File: src/rtl/hbd_pkg.sv
// Shared types, constants and helper functions of the Hamming block decoder.
package hbd_pkg;

  localparam int BYTE_W = 8;   // code and data byte width
  localparam int DBC_W  = 7;   // data byte count register width
  localparam int SYN_W  = 10;  // syndrome and code bit position width
  localparam int LEN_W  = 10;  // code length width
  localparam int REM_W  = 4;   // used bits of the final code byte, 1..8
  localparam int NC_W   = 4;   // bit counts while packing data bits
  localparam int MAX_PARITY = 10;

  typedef enum logic [1:0] {
    ST_LOAD,
    ST_SYN,
    ST_EMIT
  } state_e;

  // Smallest parity count r with 2^r >= m + r + 1.
  function automatic logic [NC_W-1:0] parity_count(input logic [LEN_W-1:0] m);
    logic [NC_W-1:0] r;
    r = NC_W'(MAX_PARITY);
    for (int k = MAX_PARITY; k >= 1; k--) begin
      if ((int'(m) + k + 1) <= (1 << k)) begin
        r = NC_W'(k);
      end
    end
    return r;
  endfunction

  // XOR of the positions of the set bits of one aligned code byte.
  // Bit 7 of w is the earliest position, base + 1.
  function automatic logic [SYN_W-1:0] syn_part(input logic [BYTE_W-1:0] w,
                                                input logic [SYN_W-1:0]  base);
    logic [SYN_W-1:0] acc;
    acc = '0;
    for (int off = 0; off < BYTE_W; off++) begin
      if (w[BYTE_W-1-off]) begin
        acc = acc ^ (base + SYN_W'(off + 1));
      end
    end
    return acc;
  endfunction

endpackage

File: src/rtl/hbd_ram.sv
// Generic single-port-write, single-port-read RAM with registered read data.
module hbd_ram #(
  parameter int WIDTH = 8,
  parameter int DEPTH = 66
) (
  input  logic                     clk_i,
  input  logic                     we_i,
  input  logic [$clog2(DEPTH)-1:0] waddr_i,
  input  logic [WIDTH-1:0]         wdata_i,
  input  logic                     re_i,
  input  logic [$clog2(DEPTH)-1:0] raddr_i,
  output logic [WIDTH-1:0]         rdata_o
);

  logic [WIDTH-1:0] mem_q [DEPTH];
  logic [WIDTH-1:0] rdata_q;

  // Write port
  always_ff @(posedge clk_i) begin
    if (we_i) begin
      mem_q[waddr_i] <= wdata_i;
    end
  end

  // Registered read, hold data while not enabled
  always_ff @(posedge clk_i) begin
    if (re_i) begin
      rdata_q <= mem_q[raddr_i];
    end
  end

  assign rdata_o = rdata_q;

endmodule

File: src/rtl/hamming_block_decoder_core.sv
// Top level of the Hamming block decoder: code byte store, syndrome and data byte output.
//
// The block takes code bytes of a Hamming single-error-correcting block, parity bits at
// the power-of-two positions counted from 1, MSB of each byte first, and buffers them in
// a code byte RAM until the item flagged last. Code length L = 8*D + r follows from the
// data byte count D latched at that last item (0 reads as 1, values above MAX_DATA_BYTES
// as MAX_DATA_BYTES); the final code byte holds its bits in its low end. While loading,
// one item is taken per cycle. After the last item the block reads the E = ceil(L/8)
// code bytes back through the RAM's one read port, one per cycle, to form the syndrome,
// then reads them a second time, one per cycle while the output is not stalled,
// correcting the named bit and packing the data bits; one data byte leaves per code
// byte that completes one. E is D + 1 or D + 2. Input is refused from the last item
// until the final data byte has entered the output register. The code store has no
// reset and needs no clearing pass: bytes that did not arrive read as zero. The data
// byte count register may be written at any time.
module hamming_block_decoder_core
  import hbd_pkg::*;
#(
  parameter int MAX_DATA_BYTES = 64
) (
  input  logic              clk_i,
  input  logic              rst_ni,
  // configuration
  input  logic              cfg_we_i,
  input  logic [DBC_W-1:0]  cfg_wdata_i,
  // code byte input
  input  logic              in_valid_i,
  output logic              in_ready_o,
  input  logic [BYTE_W-1:0] code_byte_i,
  input  logic              last_byte_i,
  // data byte output
  output logic              out_valid_o,
  input  logic              out_ready_i,
  output logic [BYTE_W-1:0] data_byte_o,
  output logic              last_data_o,
  output logic              error_found_o,
  output logic              error_fixed_o,
  output logic [SYN_W-1:0]  syndrome_o
);

  localparam int DEPTH  = (MAX_DATA_BYTES * 8 + MAX_PARITY + 7) / 8;
  localparam int ADDR_W = $clog2(DEPTH);
  localparam int CNT_W  = $clog2(DEPTH + 1);
  localparam int FB_W   = SYN_W - 3;
  localparam int ACC_W  = BYTE_W - 1;
  localparam int CMB_W  = 2 * BYTE_W - 1;

  state_e state_q, state_d;

  logic [DBC_W-1:0]  dbc_q;
  logic [CNT_W-1:0]  rcvd_q, rcvd_d;
  logic [LEN_W-1:0]  len_q, len_d;
  logic [CNT_W-1:0]  nbytes_q, nbytes_d;
  logic [REM_W-1:0]  rem_q, rem_d;
  logic [SYN_W-1:0]  syn_q, syn_d;
  logic [CNT_W-1:0]  rd_idx_q, rd_idx_d;
  logic [ADDR_W-1:0] use_idx_q, use_idx_d;
  logic              pend_q, pend_d;
  logic [ACC_W-1:0]  acc_q, acc_d;
  logic [NC_W-1:0]   cnt_q, cnt_d;

  logic              out_valid_q, out_valid_d;
  logic [BYTE_W-1:0] out_data_q;
  logic              out_last_q, out_found_q, out_fixed_q;
  logic [SYN_W-1:0]  out_syn_q;

  // control
  logic in_fire, last_fire, issue, consume, emit_out, slot_free, syn_done, emit_done;

  // block geometry at the last item
  logic [DBC_W-1:0] d_clamp;
  logic [LEN_W-1:0] m_bits, len_c, len_p7;
  logic [NC_W-1:0]  r_bits;

  // pending code byte datapath
  logic [BYTE_W-1:0] raw, aligned, flipped, flip_mask, new_bits;
  logic              is_last_b, present, found, fixed, par_here;
  logic [SYN_W-1:0]  flip_pos;
  logic [NC_W-1:0]   nv, nc, total;
  logic [CMB_W-1:0]  comb_bits, rest_mask;
  logic [BYTE_W-1:0] out_byte;

  logic              ram_we;

  // Code byte store
  hbd_ram #(
    .WIDTH (BYTE_W),
    .DEPTH (DEPTH)
  ) u_store (
    .clk_i   (clk_i),
    .we_i    (ram_we),
    .waddr_i (rcvd_q[ADDR_W-1:0]),
    .wdata_i (code_byte_i),
    .re_i    (issue),
    .raddr_i (rd_idx_q[ADDR_W-1:0]),
    .rdata_o (raw)
  );

  // Geometry from the clamped byte count
  always_comb begin
    if (dbc_q == '0) begin
      d_clamp = DBC_W'(1);
    end else if (dbc_q > DBC_W'(MAX_DATA_BYTES)) begin
      d_clamp = DBC_W'(MAX_DATA_BYTES);
    end else begin
      d_clamp = dbc_q;
    end
    m_bits = LEN_W'({d_clamp, 3'b000});
    r_bits = parity_count(m_bits);
    len_c  = m_bits + LEN_W'(r_bits);
    len_p7 = len_c + LEN_W'(7);
  end

  // Align, mask and correct the pending code byte
  always_comb begin
    is_last_b = (CNT_W'(use_idx_q) == (nbytes_q - CNT_W'(1)));
    present   = (CNT_W'(use_idx_q) < rcvd_q);
    if (!present) begin
      aligned = '0;
    end else if (is_last_b) begin
      aligned = raw << (REM_W'(BYTE_W) - rem_q);
    end else begin
      aligned = raw;
    end
    found    = (syn_q != '0);
    fixed    = found && (syn_q <= len_q);
    flip_pos = syn_q - SYN_W'(1);
    if (fixed && (flip_pos[SYN_W-1:3] == FB_W'(use_idx_q))) begin
      flip_mask = 8'h80 >> flip_pos[2:0];
    end else begin
      flip_mask = '0;
    end
    flipped = aligned ^ flip_mask;
  end

  // Drop parity positions and pack data bits
  always_comb begin
    nv       = is_last_b ? rem_q : NC_W'(BYTE_W);
    par_here = (((use_idx_q + ADDR_W'(1)) & use_idx_q) == '0) && (nv == NC_W'(BYTE_W));
    if (use_idx_q == '0) begin
      // first byte: positions 3, 5, 6 and 7 carry data
      nc       = NC_W'(4);
      new_bits = {4'b0000, flipped[5], flipped[3], flipped[2], flipped[1]};
    end else begin
      nc       = nv - NC_W'(par_here);
      new_bits = flipped >> (NC_W'(BYTE_W) - nc);
    end
    total     = cnt_q + nc;
    comb_bits = (CMB_W'(acc_q) << nc) | CMB_W'(new_bits);
    out_byte  = BYTE_W'(comb_bits >> (total - NC_W'(BYTE_W)));
    rest_mask = (CMB_W'(1) << (total - NC_W'(BYTE_W))) - CMB_W'(1);
  end

  // Next state
  always_comb begin
    state_d = state_q;
    unique case (state_q)
      ST_LOAD: begin
        if (last_fire) begin
          state_d = ST_SYN;
        end
      end
      ST_SYN: begin
        if (syn_done) begin
          state_d = ST_EMIT;
        end
      end
      ST_EMIT: begin
        if (emit_done) begin
          state_d = ST_LOAD;
        end
      end
      default: state_d = ST_LOAD;
    endcase
  end

  // Handshake, RAM and pass control
  always_comb begin
    slot_free  = !out_valid_q || out_ready_i;
    in_ready_o = 1'b0;
    issue      = 1'b0;
    consume    = 1'b0;
    emit_out   = 1'b0;
    unique case (state_q)
      ST_LOAD: begin
        in_ready_o = 1'b1;
      end
      ST_SYN: begin
        consume = pend_q;
        issue   = (rd_idx_q < nbytes_q);
      end
      ST_EMIT: begin
        consume  = pend_q && ((total < NC_W'(BYTE_W)) || slot_free);
        emit_out = consume && (total >= NC_W'(BYTE_W));
        issue    = (!pend_q || consume) && (rd_idx_q < nbytes_q);
      end
      default: ;
    endcase
    in_fire   = in_valid_i && in_ready_o;
    last_fire = in_fire && last_byte_i;
    ram_we    = in_fire && (rcvd_q < CNT_W'(DEPTH));
    syn_done  = (state_q == ST_SYN) && consume && is_last_b;
    emit_done = (state_q == ST_EMIT) && consume && is_last_b;
  end

  // Register next values
  always_comb begin
    rcvd_d    = rcvd_q;
    len_d     = len_q;
    nbytes_d  = nbytes_q;
    rem_d     = rem_q;
    syn_d     = syn_q;
    rd_idx_d  = rd_idx_q;
    use_idx_d = use_idx_q;
    // hold the pending byte while the output is stalled
    pend_d    = issue || (pend_q && !consume);
    acc_d     = acc_q;
    cnt_d     = cnt_q;

    // count stored bytes, saturate at the store depth
    if (ram_we) begin
      rcvd_d = rcvd_q + CNT_W'(1);
    end
    // latch geometry and restart the passes on the last item
    if (last_fire) begin
      len_d    = len_c;
      nbytes_d = CNT_W'(len_p7[LEN_W-1:3]);
      rem_d    = (len_c[2:0] == 3'b000) ? REM_W'(BYTE_W) : REM_W'(len_c[2:0]);
      syn_d    = '0;
      rd_idx_d = '0;
    end
    // advance the read pointer
    if (issue) begin
      rd_idx_d  = rd_idx_q + CNT_W'(1);
      use_idx_d = rd_idx_q[ADDR_W-1:0];
    end
    // accumulate the syndrome
    if ((state_q == ST_SYN) && consume) begin
      syn_d = syn_q ^ syn_part(aligned, SYN_W'({use_idx_q, 3'b000}));
    end
    // rewind for the output pass
    if (syn_done) begin
      rd_idx_d = '0;
      acc_d    = '0;
      cnt_d    = '0;
    end
    // pack data bits
    if ((state_q == ST_EMIT) && consume) begin
      if (emit_out) begin
        acc_d = ACC_W'(comb_bits & rest_mask);
        cnt_d = total - NC_W'(BYTE_W);
      end else begin
        acc_d = ACC_W'(comb_bits);
        cnt_d = total;
      end
    end
    // start afresh after the block
    if (emit_done) begin
      rcvd_d = '0;
    end
  end

  // Output register valid
  always_comb begin
    out_valid_d = out_valid_q;
    if (emit_out) begin
      out_valid_d = 1'b1;
    end else if (out_ready_i) begin
      out_valid_d = 1'b0;
    end
  end

  // Control registers
  always_ff @(posedge clk_i or negedge rst_ni) begin
    if (!rst_ni) begin
      state_q     <= ST_LOAD;
      dbc_q       <= DBC_W'(1);
      rcvd_q      <= '0;
      syn_q       <= '0;
      rd_idx_q    <= '0;
      pend_q      <= 1'b0;
      cnt_q       <= '0;
      out_valid_q <= 1'b0;
    end else begin
      state_q     <= state_d;
      rcvd_q      <= rcvd_d;
      syn_q       <= syn_d;
      rd_idx_q    <= rd_idx_d;
      pend_q      <= pend_d;
      cnt_q       <= cnt_d;
      out_valid_q <= out_valid_d;
      if (cfg_we_i) begin
        dbc_q <= cfg_wdata_i;
      end
    end
  end

  // Payload registers
  always_ff @(posedge clk_i) begin
    len_q     <= len_d;
    nbytes_q  <= nbytes_d;
    rem_q     <= rem_d;
    use_idx_q <= use_idx_d;
    acc_q     <= acc_d;
    if (emit_out) begin
      out_data_q  <= out_byte;
      out_last_q  <= is_last_b;
      out_found_q <= found;
      out_fixed_q <= fixed;
      out_syn_q   <= syn_q;
    end
  end

  assign out_valid_o   = out_valid_q;
  assign data_byte_o   = out_data_q;
  assign last_data_o   = out_last_q;
  assign error_found_o = out_found_q;
  assign error_fixed_o = out_fixed_q;
  assign syndrome_o    = out_syn_q;

endmodule

File: config.mk
export PLATFORM = sky130hd
export DESIGN_NAME = hamming_block_decoder_core
export DESIGN_NICKNAME = d
export VERILOG_FILES = /design/src/rtl/hbd_pkg.sv /design/src/rtl/hbd_ram.sv /design/src/rtl/hamming_block_decoder_core.sv
export SDC_FILE = /design/constraint.sdc
export NUM_CORES = 1
export LEC_CHECK = 0
export BUFFER_PORTS_ARGS = -buffer_cell sky130_fd_sc_hd__buf_4
export CELL_PAD_IN_SITES_DETAIL_PLACEMENT = 1
export CELL_PAD_IN_SITES_GLOBAL_PLACEMENT = 1
export CORE_AREA = 2 2 235 237
export DETAILED_ROUTE_END_ITERATION = 12
export DIE_AREA = 0 0 237 239
export PLACE_DENSITY = 0.78
export SLEW_MARGIN = 5
export SYNTH_ARGS = -nofsm -noshare
export SYNTH_HDL_FRONTEND = slang
export SYNTH_SLANG_ARGS = --single-unit
File: constraint.sdc
create_clock -name clk_i -period 7.4 [get_ports clk_i]
set_input_delay 0.74 -clock clk_i [delete_from_list [all_inputs] [get_ports clk_i]]
set_output_delay 0.74 -clock clk_i [all_outputs]
set_load 0.005 [all_outputs]
; Word level (Yosys, flattened, before mapping)
; Memory sizes are Yosys's and may differ from the RTL's. A register that Yosys moved wholly into a read port is not among the register bits.
; Cells that the tools add are included.
[totals]
n_memories = 1
out_inout_bits = 23
elab_cells = 193
reg_bits = 95
ramBits = 528
input_bits = 21
[op_classes]
n_mux = 59
reduce_logical = 33
bitwise_logic = 12
n_addsub = 39
n_shift = 6
n_lt_le_gt_ge = 16
n_eq_ne = 8
[memory_table]
columns = name, depth, word_bits, rd, rd_clocked_by_memory_dff, wr, line_no
row1 = u_store.mem_q, 66, 8, 1, 1, 1, hbd_ram.sv:15  ; logic [WIDTH-1:0] mem_q [DEPTH];
[op_table]
columns = op, n
row1 = 10-bit two-way mux, 18
row2 = 11-bit by 1-bit adder with 12-bit output (second input constant), 9
row3 = 10-bit bitwise XOR, 8
row4 = 7-bit two-way mux, 10
row5 = 4-bit two-way mux, 14
row6 = 10-bit by 3-bit adder with 10-bit output (second input constant), 5
row7 = 10-bit by 3-bit adder with 11-bit output (second input constant), 4
row8 = 8-bit two-way mux, 4
row9 = 10-bit by 2-bit adder with 11-bit output (second input constant), 2
row10 = 10-bit by 4-bit adder with 11-bit output (second input constant), 2
row11 = 7-bit by 1-bit adder with 7-bit output (second input constant), 3
row12 = 7-bit logical NOT, 3
row13 = 10-bit by 2-bit adder with 10-bit output (second input constant), 2
row14 = 15-bit by 8-bit OR with 15-bit output, 1
row15 = 7-bit by 4-bit << shifter with 15-bit output, 1
row16 = 15-bit by 4-bit right shift with 8-bit output, 1
row17 = 7-bit AND, 2
row18 = 7-bit == test, 2
row19 = 1-bit logical AND, 14
row20 = 7-bit less-than comparator, 2
row21 = 12-bit by 10-bit less-or-equal comparator with 1-bit output (second input constant), 1
row22 = 12-bit by 2-bit less-or-equal comparator with 1-bit output (second input constant), 1
row23 = 12-bit by 3-bit less-or-equal comparator with 1-bit output (second input constant), 1
row24 = 12-bit by 4-bit less-or-equal comparator with 1-bit output (second input constant), 1
row25 = 42 further kinds, 62

; Longest topological paths before layout
; Gate-level depths: netlist of run 1.
[depth]
ltp_word = 37
depth_mapped = 31
mapped_depth_nobuf = 29

; Hierarchy
; From an unflattened synthesis of run 1, not the netlist that was laid out.
[hier_totals]
hier_cells = 1872
area_unflattened_um2 = 28965.3
[by_module_without_submodules]
columns = module, seq_area_each_um2, instances, cells_per_inst, area_per_inst_um2
row1 = hbd_ram, 16095.4, 1, 969, 20987.6
row2 = hamming_block_decoder_core, 2658.8, 1, 903, 7977.7

; Worst setup path before layout of run 1
; Ideal clock, no wire load.
[synth_path]
path_type = reg-to-reg
from = register nbytes_q[0]
to = register rd_idx_q[2]
path_stages_with_launch = 29
path_buffers = 2
synth_period_minus_slack_ps = 6097
setup_time_ps = 65
t_arrival_ps = 6033
slack_ps = 1303
required_ps = 7335
path_cell_list = edfxtp_1 -> inv_1 -> ha_1 -> o21ba_2 -> a221oi_1 -> or2_2 -> nand3_1 -> inv_1 -> buf_2 -> nand2_1 -> ha_1 -> nor4b_1 -> nand2_1 -> a21oi_1 -> ha_1 -> ha_1 -> nor4_2 -> nor3_1 -> inv_2 -> ha_1 -> a21oi_1 -> xnor2_1 -> xor2_1 -> o31ai_1 -> a21oi_1 -> nand2_1 -> buf_2 -> nor3b_1 -> a21o_1
[synth_between]
elab_chain_len = 16
elab_cells_between_ends = 21
classes_between = add/sub: 3 / order compare: 2 / eq/ne: 2 / mux: 6 / reduce/logical: 8
[synth_rtl]
columns = element, line_no
row1 = start: declaration, hamming_block_decoder_core.sv:53  ; logic [CNT_W-1:0] nbytes_q, nbytes_d;
row2 = start signal: assignment, hamming_block_decoder_core.sv:301  ; nbytes_q <= nbytes_d;
row3 = 7-bit by 1-bit subtractor with 7-bit output *, hamming_block_decoder_core.sv:116  ; is_last_b = (CNT_W'(use_idx_q) == (nbytes_q - CNT_W'(1)));
row4 = 7-bit == test *, hamming_block_decoder_core.sv:116
row5 = named net is_last_b, hamming_block_decoder_core.sv:77  ; logic is_last_b, present, found, fixed, par_here;
row6 = 4-bit two-way mux *, hamming_block_decoder_core.sv:138  ; nv = is_last_b ? rem_q : NC_W'(BYTE_W);
row7 = 4-bit == test, hamming_block_decoder_core.sv:139  ; par_here = (((use_idx_q + ADDR_W'(1)) & use_idx_q) == '0) && (nv == NC_W'(BYTE_W));
row8 = 1-bit logical AND, hamming_block_decoder_core.sv:139
row9 = 4-bit by 1-bit subtractor with 4-bit output *, hamming_block_decoder_core.sv:145  ; nc = nv - NC_W'(par_here);
row10 = 4-bit two-way mux *, hamming_block_decoder_core.sv:140  ; if (use_idx_q == '0) begin
row11 = [2 not listed], -
row12 = 1-bit logical OR *, hamming_block_decoder_core.sv:193  ; consume = pend_q && ((total < NC_W'(BYTE_W)) || slot_free);
row13 = 1-bit logical AND *, hamming_block_decoder_core.sv:193
row14 = 1-bit logical OR *, hamming_block_decoder_core.sv:195  ; issue = (!pend_q || consume) && (rd_idx_q < nbytes_q);
row15 = 1-bit logical AND *, hamming_block_decoder_core.sv:195
row16 = 1-bit one-hot mux with 2 select lines *, hamming_block_decoder_core.sv:184  ; unique case (state_q)
row17 = named net issue, hamming_block_decoder_core.sv:68  ; logic in_fire, last_fire, issue, consume, emit_out, slot_free, syn_done, emit_done;
row18 = 7-bit two-way mux, hamming_block_decoder_core.sv:233  ; if (issue) begin
row19 = 7-bit two-way mux, hamming_block_decoder_core.sv:242  ; if (syn_done) begin
row20 = end signal: assignment, hamming_block_decoder_core.sv:288  ; rd_idx_q <= rd_idx_d;
row21 = end: declaration, hamming_block_decoder_core.sv:56  ; logic [CNT_W-1:0] rd_idx_q, rd_idx_d;
; The timed path passes the listed nets; every way through them passes the cells marked *.
; A chain may end at the register's enable or synchronous reset.

; Worst setup path after layout of run 1
[layout_path]
from = register nbytes_q[0]
to = register out_data_q[7] (netlist: data_byte_o[7]), enable pin
[layout_between]
elab_chain_len = 13
elab_cells_between_ends = 14
classes_between = add/sub: 3 / order compare: 2 / eq/ne: 2 / mux: 3 / reduce/logical: 4
[layout_rtl]
columns = element, line_no
row1 = 7-bit by 1-bit subtractor with 7-bit output *, hamming_block_decoder_core.sv:116
row2 = 7-bit == test *, hamming_block_decoder_core.sv:116
row3 = 4-bit two-way mux *, hamming_block_decoder_core.sv:138
row4 = 4-bit == test, hamming_block_decoder_core.sv:139
row5 = 1-bit logical AND, hamming_block_decoder_core.sv:139
row6 = 4-bit by 1-bit subtractor with 4-bit output *, hamming_block_decoder_core.sv:145
row7 = 4-bit two-way mux *, hamming_block_decoder_core.sv:140
row8 = 4-bit adder *, hamming_block_decoder_core.sv:148  ; total = cnt_q + nc;
row9 = 4-bit less-than comparator, hamming_block_decoder_core.sv:193
row10 = 1-bit logical OR, hamming_block_decoder_core.sv:193
row11 = 1-bit logical AND, hamming_block_decoder_core.sv:193
row12 = 1-bit logical AND *, hamming_block_decoder_core.sv:194  ; emit_out = consume && (total >= NC_W'(BYTE_W));
row13 = 1-bit two-way mux *, hamming_block_decoder_core.sv:184
row14 = named net emit_out, hamming_block_decoder_core.sv:68
row15 = end signal: assignment, hamming_block_decoder_core.sv:306  ; out_data_q <= out_byte;
row16 = end: declaration, hamming_block_decoder_core.sv:63  ; logic [BYTE_W-1:0] out_data_q;
; Marked as above.

==> flow_summary.ini, run 1 <==
[status]
run_status = finished, final reports clean

[synthesis]
ys_async_sr_fraction_pct = 6.181
syn_inst = 1808
syn_area_per_cell_um2 = 16.02
synth_edf_count = 592
synth_cell_types = 88
synth_common_cells = edfxtp_1 (592), mux4_2 (172), nor2_1 (146)
ys_seq_elements = 631
ys_seq_area_share_pct = 64.75
synth.most_common_cell = edfxtp_1
ys_top_cells_by_area = edfxtp_1 (61%), mux4_2 (13%), dfrtp_1 (3.3%), ha_1 (2.0%), nor2_1 (1.9%)
ys.flop_type = edfxtp_1
syn_nets = 1875
syn_area_um2 = 28960
yosysWarnings = 0
synth.top_cell.area_share_pct = 61.38
synth_area_leader_cell = edfxtp_1

[clock_network]
clkLatencyLatePin_ns = 0.62
clkTransAtPathRegs_ns = 0.06
htreeDepth = 3
cts.sinks = 631
cts-buffers-inserted = 67
cts_tree = built
cts_hold_buf = 0
cts_setup_buffers = 0
cts_max_path_buffers = 3
root_buffer = clkbuf_16

[timing]
hold_viol = 0
slew_headroom_pct = 16.85
fin_ws_ns = 0.6514
setup_viol = 0
fin_crit_sh_pct = 91.20
holdWs_ns = 0.1403
fin_skew_ns = 0.04808
slew_violations = 0
final.setup.tns_ns = 0
max_clock_freq_ghz = 0.1482
tightest_slew_ns = 1.243
fin_crit_ns = 6.749
grt_setup_unrepaired = no

[power]
power_mw = 11.63
p_int_mw = 7.734
p_sw_share_pct = 33.49
clockPowerShare_pct = 29.6
p_per_area_nw_per_um2 = 360.9
combPwrFrac_pct = 32.1
seq_power_share_pct = 38.3
irDropWorstVdd_mv = 0.3085
p_leak_nw = 10.66
switchingPower_mw = 3.895

[finish]
drive_gt1_share_pct = 21.05
diodes = 0
fillers = 4831
synthToLayoutAreaGrowth_pct = 11.26
nets = 1912
fin_cells = 2604

[setup_path]
arrival_ns = 7.03
crit_required_ns = 7.68
worstSetupStartpointType = flip-flop
crit_start = nbytes_q[0]$_DFFE_PP_
worst_setup_path_end_kind = flip-flop
r2r_start = nbytes_q[0]$_DFFE_PP_
cp_top_family = adder cells
critical_path.cell_chain = inv_1, ha_1, o21ba_2, a221oi_1, or2_2, nand3_1, inv_1, nand2_1, ha_1, nor4b_1, nand2_1, a21oi_1, ha_1, inv_1, nand2_1, inv_2, ha_1, maj3_1, a21oi_1, xnor2_1, xnor2_2, nand4_1, inv_1, buf_4
worstSetupPathType = reg -> reg
slowest_stage = inv_1
path_buf_inv = 6
r2r_setup_slack_ns = 0.65
regToRegEndpoint = data_byte_o[7]$_SDFFCE_PN0P_
path_max_fanout = 17
reg2regPathDepth = 24
critical_path.max_stage_delay_ns = 0.67

[global_routing]
grt_pass1_wl_um = 115200
grt_max_degree = 103
grt-ovfl-total = 0
track_usage_pct = 27.50
grt_pass1_vias = 17820
antenna_found_initial = 1

[route]
wl_um = 75210
detail_route.wl_per_cell_um = 28.88
postRouteAntennaNets = 0
drtIter0Drc = 1467
dr.pass1.iters = 5
drc_errors = 0
dr_total_vias = 16800
vias_per_cell = 6.450

[job]
maxCapViolCount = 0

[die]
core_um2 = 54340
die-area_um2 = 56640
die_h_um = 239
num_io_pins = 44
num_rows = 86
start_util_pct = 53.30
die_x_um = 237

[placement]
place_congestion = 0.8689
dp.cells = 2480
dp_hpwl_um = 47920
place_worst_setup_slack_ns = 0.4225
portBuffers = 43

[min_path]
min_path_type = in -> async
-- how the worst max path moves through the flow --
stage | slack, ns | cells after the start | to
2_1_floorplan | 1.30 | 28 | rd_idx_q[2]$_DFFE_PN0P_
3_3_place_gp | 0.72 | 24 | data_byte_o[7]$_SDFFCE_PN0P_
3_5_place_dp | 0.42 | 24 | data_byte_o[3]$_DFFE_PP_
4_1_cts | 0.33 | 24 | data_byte_o[7]$_SDFFCE_PN0P_
5_1_grt | 0.03 | 24 | data_byte_o[2]$_DFFE_PP_
6_report | 0.65 | 24 | data_byte_o[7]$_SDFFCE_PN0P_
-- metrics by stage --
stage | utilization [%] | area, um2
3_3_place_gp | 55.14 | 29960
2_1_floorplan | - | 28960
5_1_grt | 59.30 | 32220
6_report | 59.30 | 32220
4_1_cts | 59.29 | 32220
3_5_place_dp | 55.14 | 29960
-- sequential cells by signal, indices dropped and copies added (netlist names), 4 cells and up --
signal / count
cnt_q: 4
syn_q: 10
len_q: 10
syndrome_o: 10
dbc_q: 7
rd_idx_q: 7
nbytes_q: 7
u_store.rdata_o: 8
use_idx_q: 7
data_byte_o: 8
u_store.mem_q: 528
rcvd_q: 7
rem_q: 4
acc_q: 7
-- logic make-up (layout without fill, tap and decap cells) --
group                      after synthesis  count (layout)  synth area share, %
AOI/OAI and AO/OA                      257             257                6.312
xor gates and xnor gates                62              62                1.970
adders and majority gates               47              47                2.022
buffers and inverters                  155             247                2.112
DFF                                    631             631                64.75
muxes                                  239             239                15.80
and+or+nand+nor                        417             417                7.033
-- worst register-to-register path, stage by stage (launching register included) --
cell and delay, ns:
edfxtp_1 0.41, inv_1 0.09, ha_1 0.28, o21ba_2 0.23
a221oi_1 0.43, or2_2 0.25, nand3_1 0.19, inv_1 0.19
nand2_1 0.11, ha_1 0.23, nor4b_1 0.13, nand2_1 0.06
a21oi_1 0.04, ha_1 0.57, inv_1 0.19, nand2_1 0.18
inv_2 0.12, ha_1 0.22, maj3_1 0.33, a21oi_1 0.20
xnor2_1 0.15, xnor2_2 0.51, nand4_1 0.32, inv_1 0.67
buf_4 0.30
-- power by group through the flow --
stage	clock, mW	sequential [mW]	combinational, mW
finish	3.44	4.46	3.73
global route	3.59	4.49	4.01
CTS	3.47	4.46	3.73
detailed placement	0	4.53	3.68
global placement	0	4.51	3.59
floorplan	0	4.33	2.71
-- final cells by class --
cell class | count | area (um2) | share of cell area (%)
timing repair buffer | 65 | 500.5 | 1.553
tap | 704 | 880.8 | 2.734
inverter | 58 | 217.7 | 0.6756
sequential | 631 | 18760 | 58.23
multi-input combinational | 1022 | 9608 | 29.82
clock inverter | 38 | 431.7 | 1.340
clock buffer | 86 | 1822 | 5.654
-- metal layers --
metal  track usage, %  vias to the layer above  routed length, um
met5                0                        -                 13
li1                 -                     7305                  -
met4            8.842                        2               2207
met3            4.169                      143               3650
met2            47.74                      542              38890
met1            35.94                     8805              30450
-- layout by cell type, fill, tap and decap left out, types with 9 or more instances in the layout --
| cell type | n |
|---|---|
| a211oi_1 | 10 |
| a21o_1 | 12 |
| a21oi_1 | 53 |
| a31oi_1 | 21 |
| and2_1 | 9 |
| and3_1 | 13 |
| buf_4 | 64 |
| clkbuf_1 | 15 |
| clkbuf_16 | 70 |
| clkinv_1 | 12 |
| clkinv_2 | 11 |
| dfrtp_1 | 35 |
| edfxtp_1 | 592 |
| ha_1 | 46 |
| inv_1 | 54 |
| mux2_2 | 17 |
| mux2i_1 | 48 |
| mux4_2 | 172 |
| nand2_1 | 84 |
| nand3_1 | 47 |
| nand4_1 | 11 |
| nor2_1 | 146 |
| nor2b_1 | 10 |
| nor3_1 | 28 |
| nor4_1 | 21 |
| o21a_1 | 11 |
| o21ai_0 | 39 |
| o31a_1 | 9 |
| or3_1 | 10 |
| xnor2_1 | 35 |
| xor2_1 | 24 |
-- what timing repair did --
action	CTS	global route
hold endpoints to repair	0	0
setup endpoints to repair	0	25
resized for setup	0	1
(Power assumes the default switching activity.)
==> run 2, diff against run 1 <==
--- a/config.mk
+++ b/config.mk
@@ -8,10 +8,10 @@
 export BUFFER_PORTS_ARGS = -buffer_cell sky130_fd_sc_hd__buf_4
 export CELL_PAD_IN_SITES_DETAIL_PLACEMENT = 1
 export CELL_PAD_IN_SITES_GLOBAL_PLACEMENT = 1
-export CORE_AREA = 2 2 235 237
+export CORE_AREA = 2 2 179 312
 export DETAILED_ROUTE_END_ITERATION = 12
-export DIE_AREA = 0 0 237 239
-export PLACE_DENSITY = 0.78
+export DIE_AREA = 0 0 181 314
+export PLACE_DENSITY = 0.77
 export SLEW_MARGIN = 5
 export SYNTH_ARGS = -nofsm -noshare
 export SYNTH_HDL_FRONTEND = slang
==> constraint.sdc (replaced) <==
create_clock -name clk_i -period 7.4 [get_ports clk_i]
set_input_delay 0.74 -clock clk_i [delete_from_list [all_inputs] [get_ports clk_i]]
set_output_delay 0.74 -clock clk_i [all_outputs]
set_load 0.01 [all_outputs]
==> run 2 against run 1 <==
Net effect:
- clock power shrank 18%
- clock skew is 0.023 ns lower
- wire length down 2.5%
- critical endpoint is now acc_q[6]$_SDFFCE_PN0P_
==> flow_summary.ini, run 2 (synthesized netlist as in run 1, its figures left out) <==
[global_routing]
grt_max_degree = 103
grt-ovfl-total = 0
grt_pass1_wl_um = 112200
grt_pass1_vias = 17760
antenna_found_initial = 0
track_usage_pct = 26.55

[setup_path]
critical_path.max_stage_delay_ns = 0.46
arrival_ns = 7.01
cp_common_cell = ha_1
worst_setup_path_end_kind = flip-flop
slowest_stage = nor4_2
path_max_fanout = 12
crit_required_ns = 7.72
worstSetupPathType = reg -> reg
worstSetupStartpointType = flip-flop

[power]
p_leak_nw = 10.43
p_per_area_nw_per_um2 = 347.7
combPwrFrac_pct = 33.6
power_mw = 11.02
irDropWorstVdd_mv = 0.2492
clockPowerShare_pct = 25.7
switchingPower_mw = 3.776
p_int_mw = 7.244
p_sw_share_pct = 34.26
seq_power_share_pct = 40.7

[route]
drtIter0Drc = 1201
drc_errors = 0
dr.pass1.iters = 5
postRouteAntennaNets = 0
vias_per_cell = 6.435
wl_um = 73340
dr_total_vias = 16500
detail_route.wl_per_cell_um = 28.60

[die]
die_h_um = 314
die-area_um2 = 56830
num_io_pins = 44
num_rows = 113
core_um2 = 54290
start_util_pct = 53.35
die_x_um = 181

[timing]
fin_skew_ns = 0.02497
slew_violations = 0
tightest_slew_ns = 1.134
setup_viol = 0
fin_crit_ns = 6.693
max_clock_freq_ghz = 0.1494
fin_ws_ns = 0.7066
fin_crit_sh_pct = 90.45
hold_viol = 0
grt_setup_unrepaired = no
final.setup.tns_ns = 0
slew_headroom_pct = 24.09

[job]
maxCapViolCount = 0

[clock_network]
cts_max_path_buffers = 3
cts_setup_buffers = 0
ctsResizeCount = 0
htreeDepth = 2
clkLatencyLatePin_ns = 0.61
cts-buffers-inserted = 53
cts_tree = built
cts.sinks = 631
root_buffer = clkbuf_16
clkTransAtPathRegs_ns = 0.07
cts_hold_buf = 0

[finish]
final_cell_mix = edfxtp_1 (592), mux4_2 (172), nor2_1 (146), nand2_1 (84), buf_4 (64)
layout_commonest_cell = edfxtp_1
synthToLayoutAreaGrowth_pct = 9.422
largest_reg_flops = 528
nets = 1898
diodes = 0
top_register = u_store.mem_q
drive_gt1_share_pct = 20.81
fin_util_pct = 58.37
fin_cells = 2564

[min_path]
min_path_type = in -> async

[placement]
dp.cells = 2466
place_congestion = 0.8847
portBuffers = 43
place_worst_setup_slack_ns = 0.7898
dp_hpwl_um = 50440

[status]
run_status = finished, final reports clean
[run 2: path summary, 6_finish.rpt]
check	startpoint	end	slack, ns	cells past startpoint
worst max-delay path	nbytes_q[0]$_DFFE_PP_	acc_q[6]$_SDFFCE_PN0P_	0.71	32
worst min-delay path	rst_ni	dbc_q[2]$_DFFE_PN0P_	0.14	1
worst max register to register	nbytes_q[0]$_DFFE_PP_	acc_q[6]$_SDFFCE_PN0P_	0.71	32
worst min register to register	cnt_q[2]$_DFFE_PN0P_	cnt_q[2]$_DFFE_PN0P_	0.55	2
max in group asynchronous	rst_ni	rd_idx_q[1]$_DFFE_PN0P_	6.72	1
min in group clk_i	cfg_wdata_i[3]	dbc_q[3]$_DFFE_PN0P_	0.37	2
[run 2: area by class of cell]
cell class / instances / area, um2
repair buffers: 65 / 500.5
flip-flops and latches: 631 / 18760
multi-input cells: 1022 / 9600
fillers: 4963 / 22600
well taps: 690 / 863.3
clock buffers: 57 / 1361
clock inverters: 41 / 385.4
inverters: 58 / 217.7
[run 2: metrics by stage]
step | cell area, um2 | hold slack, ns
after floorplan | 28960 | 0.4231
after global placement | 29950 | 0.5155
after detailed placement | 29950 | 0.5367
after CTS | 31690 | 0.1289
after global routing | 31690 | 0.1576
final | 31690 | 0.1389
[run 2: metal layers]
layer	wire length, um	share of wire [%]	GRT usage [%]	vias up
li1	-	-	-	7241
met1	25730	35	29.50	8617
met2	40870	56	50.25	484
met3	2680	3.7	2.765	157
met4	4061	5.5	13.54	0
met5	0	0	0	-
[run 2: power groups by stage]
stage          Sequential, mW  Clock, mW  Combinational (mW)
2_1_floorplan            4.34          0                2.71
3_3_place_gp             4.55          0                3.58
3_5_place_dp             4.57          0                3.68
4_1_cts                  4.49       2.87                3.71
5_1_grt                  4.52       2.99                3.97
6_report                 4.49       2.83                3.70
[run 2: critical path, delay by kind of cell, from the launching register on]
kind	cells	cell delay, ns
adders and majority gates	6	1.56
xor gates and xnor gates	3	0.52
DFF	1	0.41
and+or+nand+nor	12	1.79
AOI/OAI and AO/OA	5	1.16
buffers and inverters	6	0.97
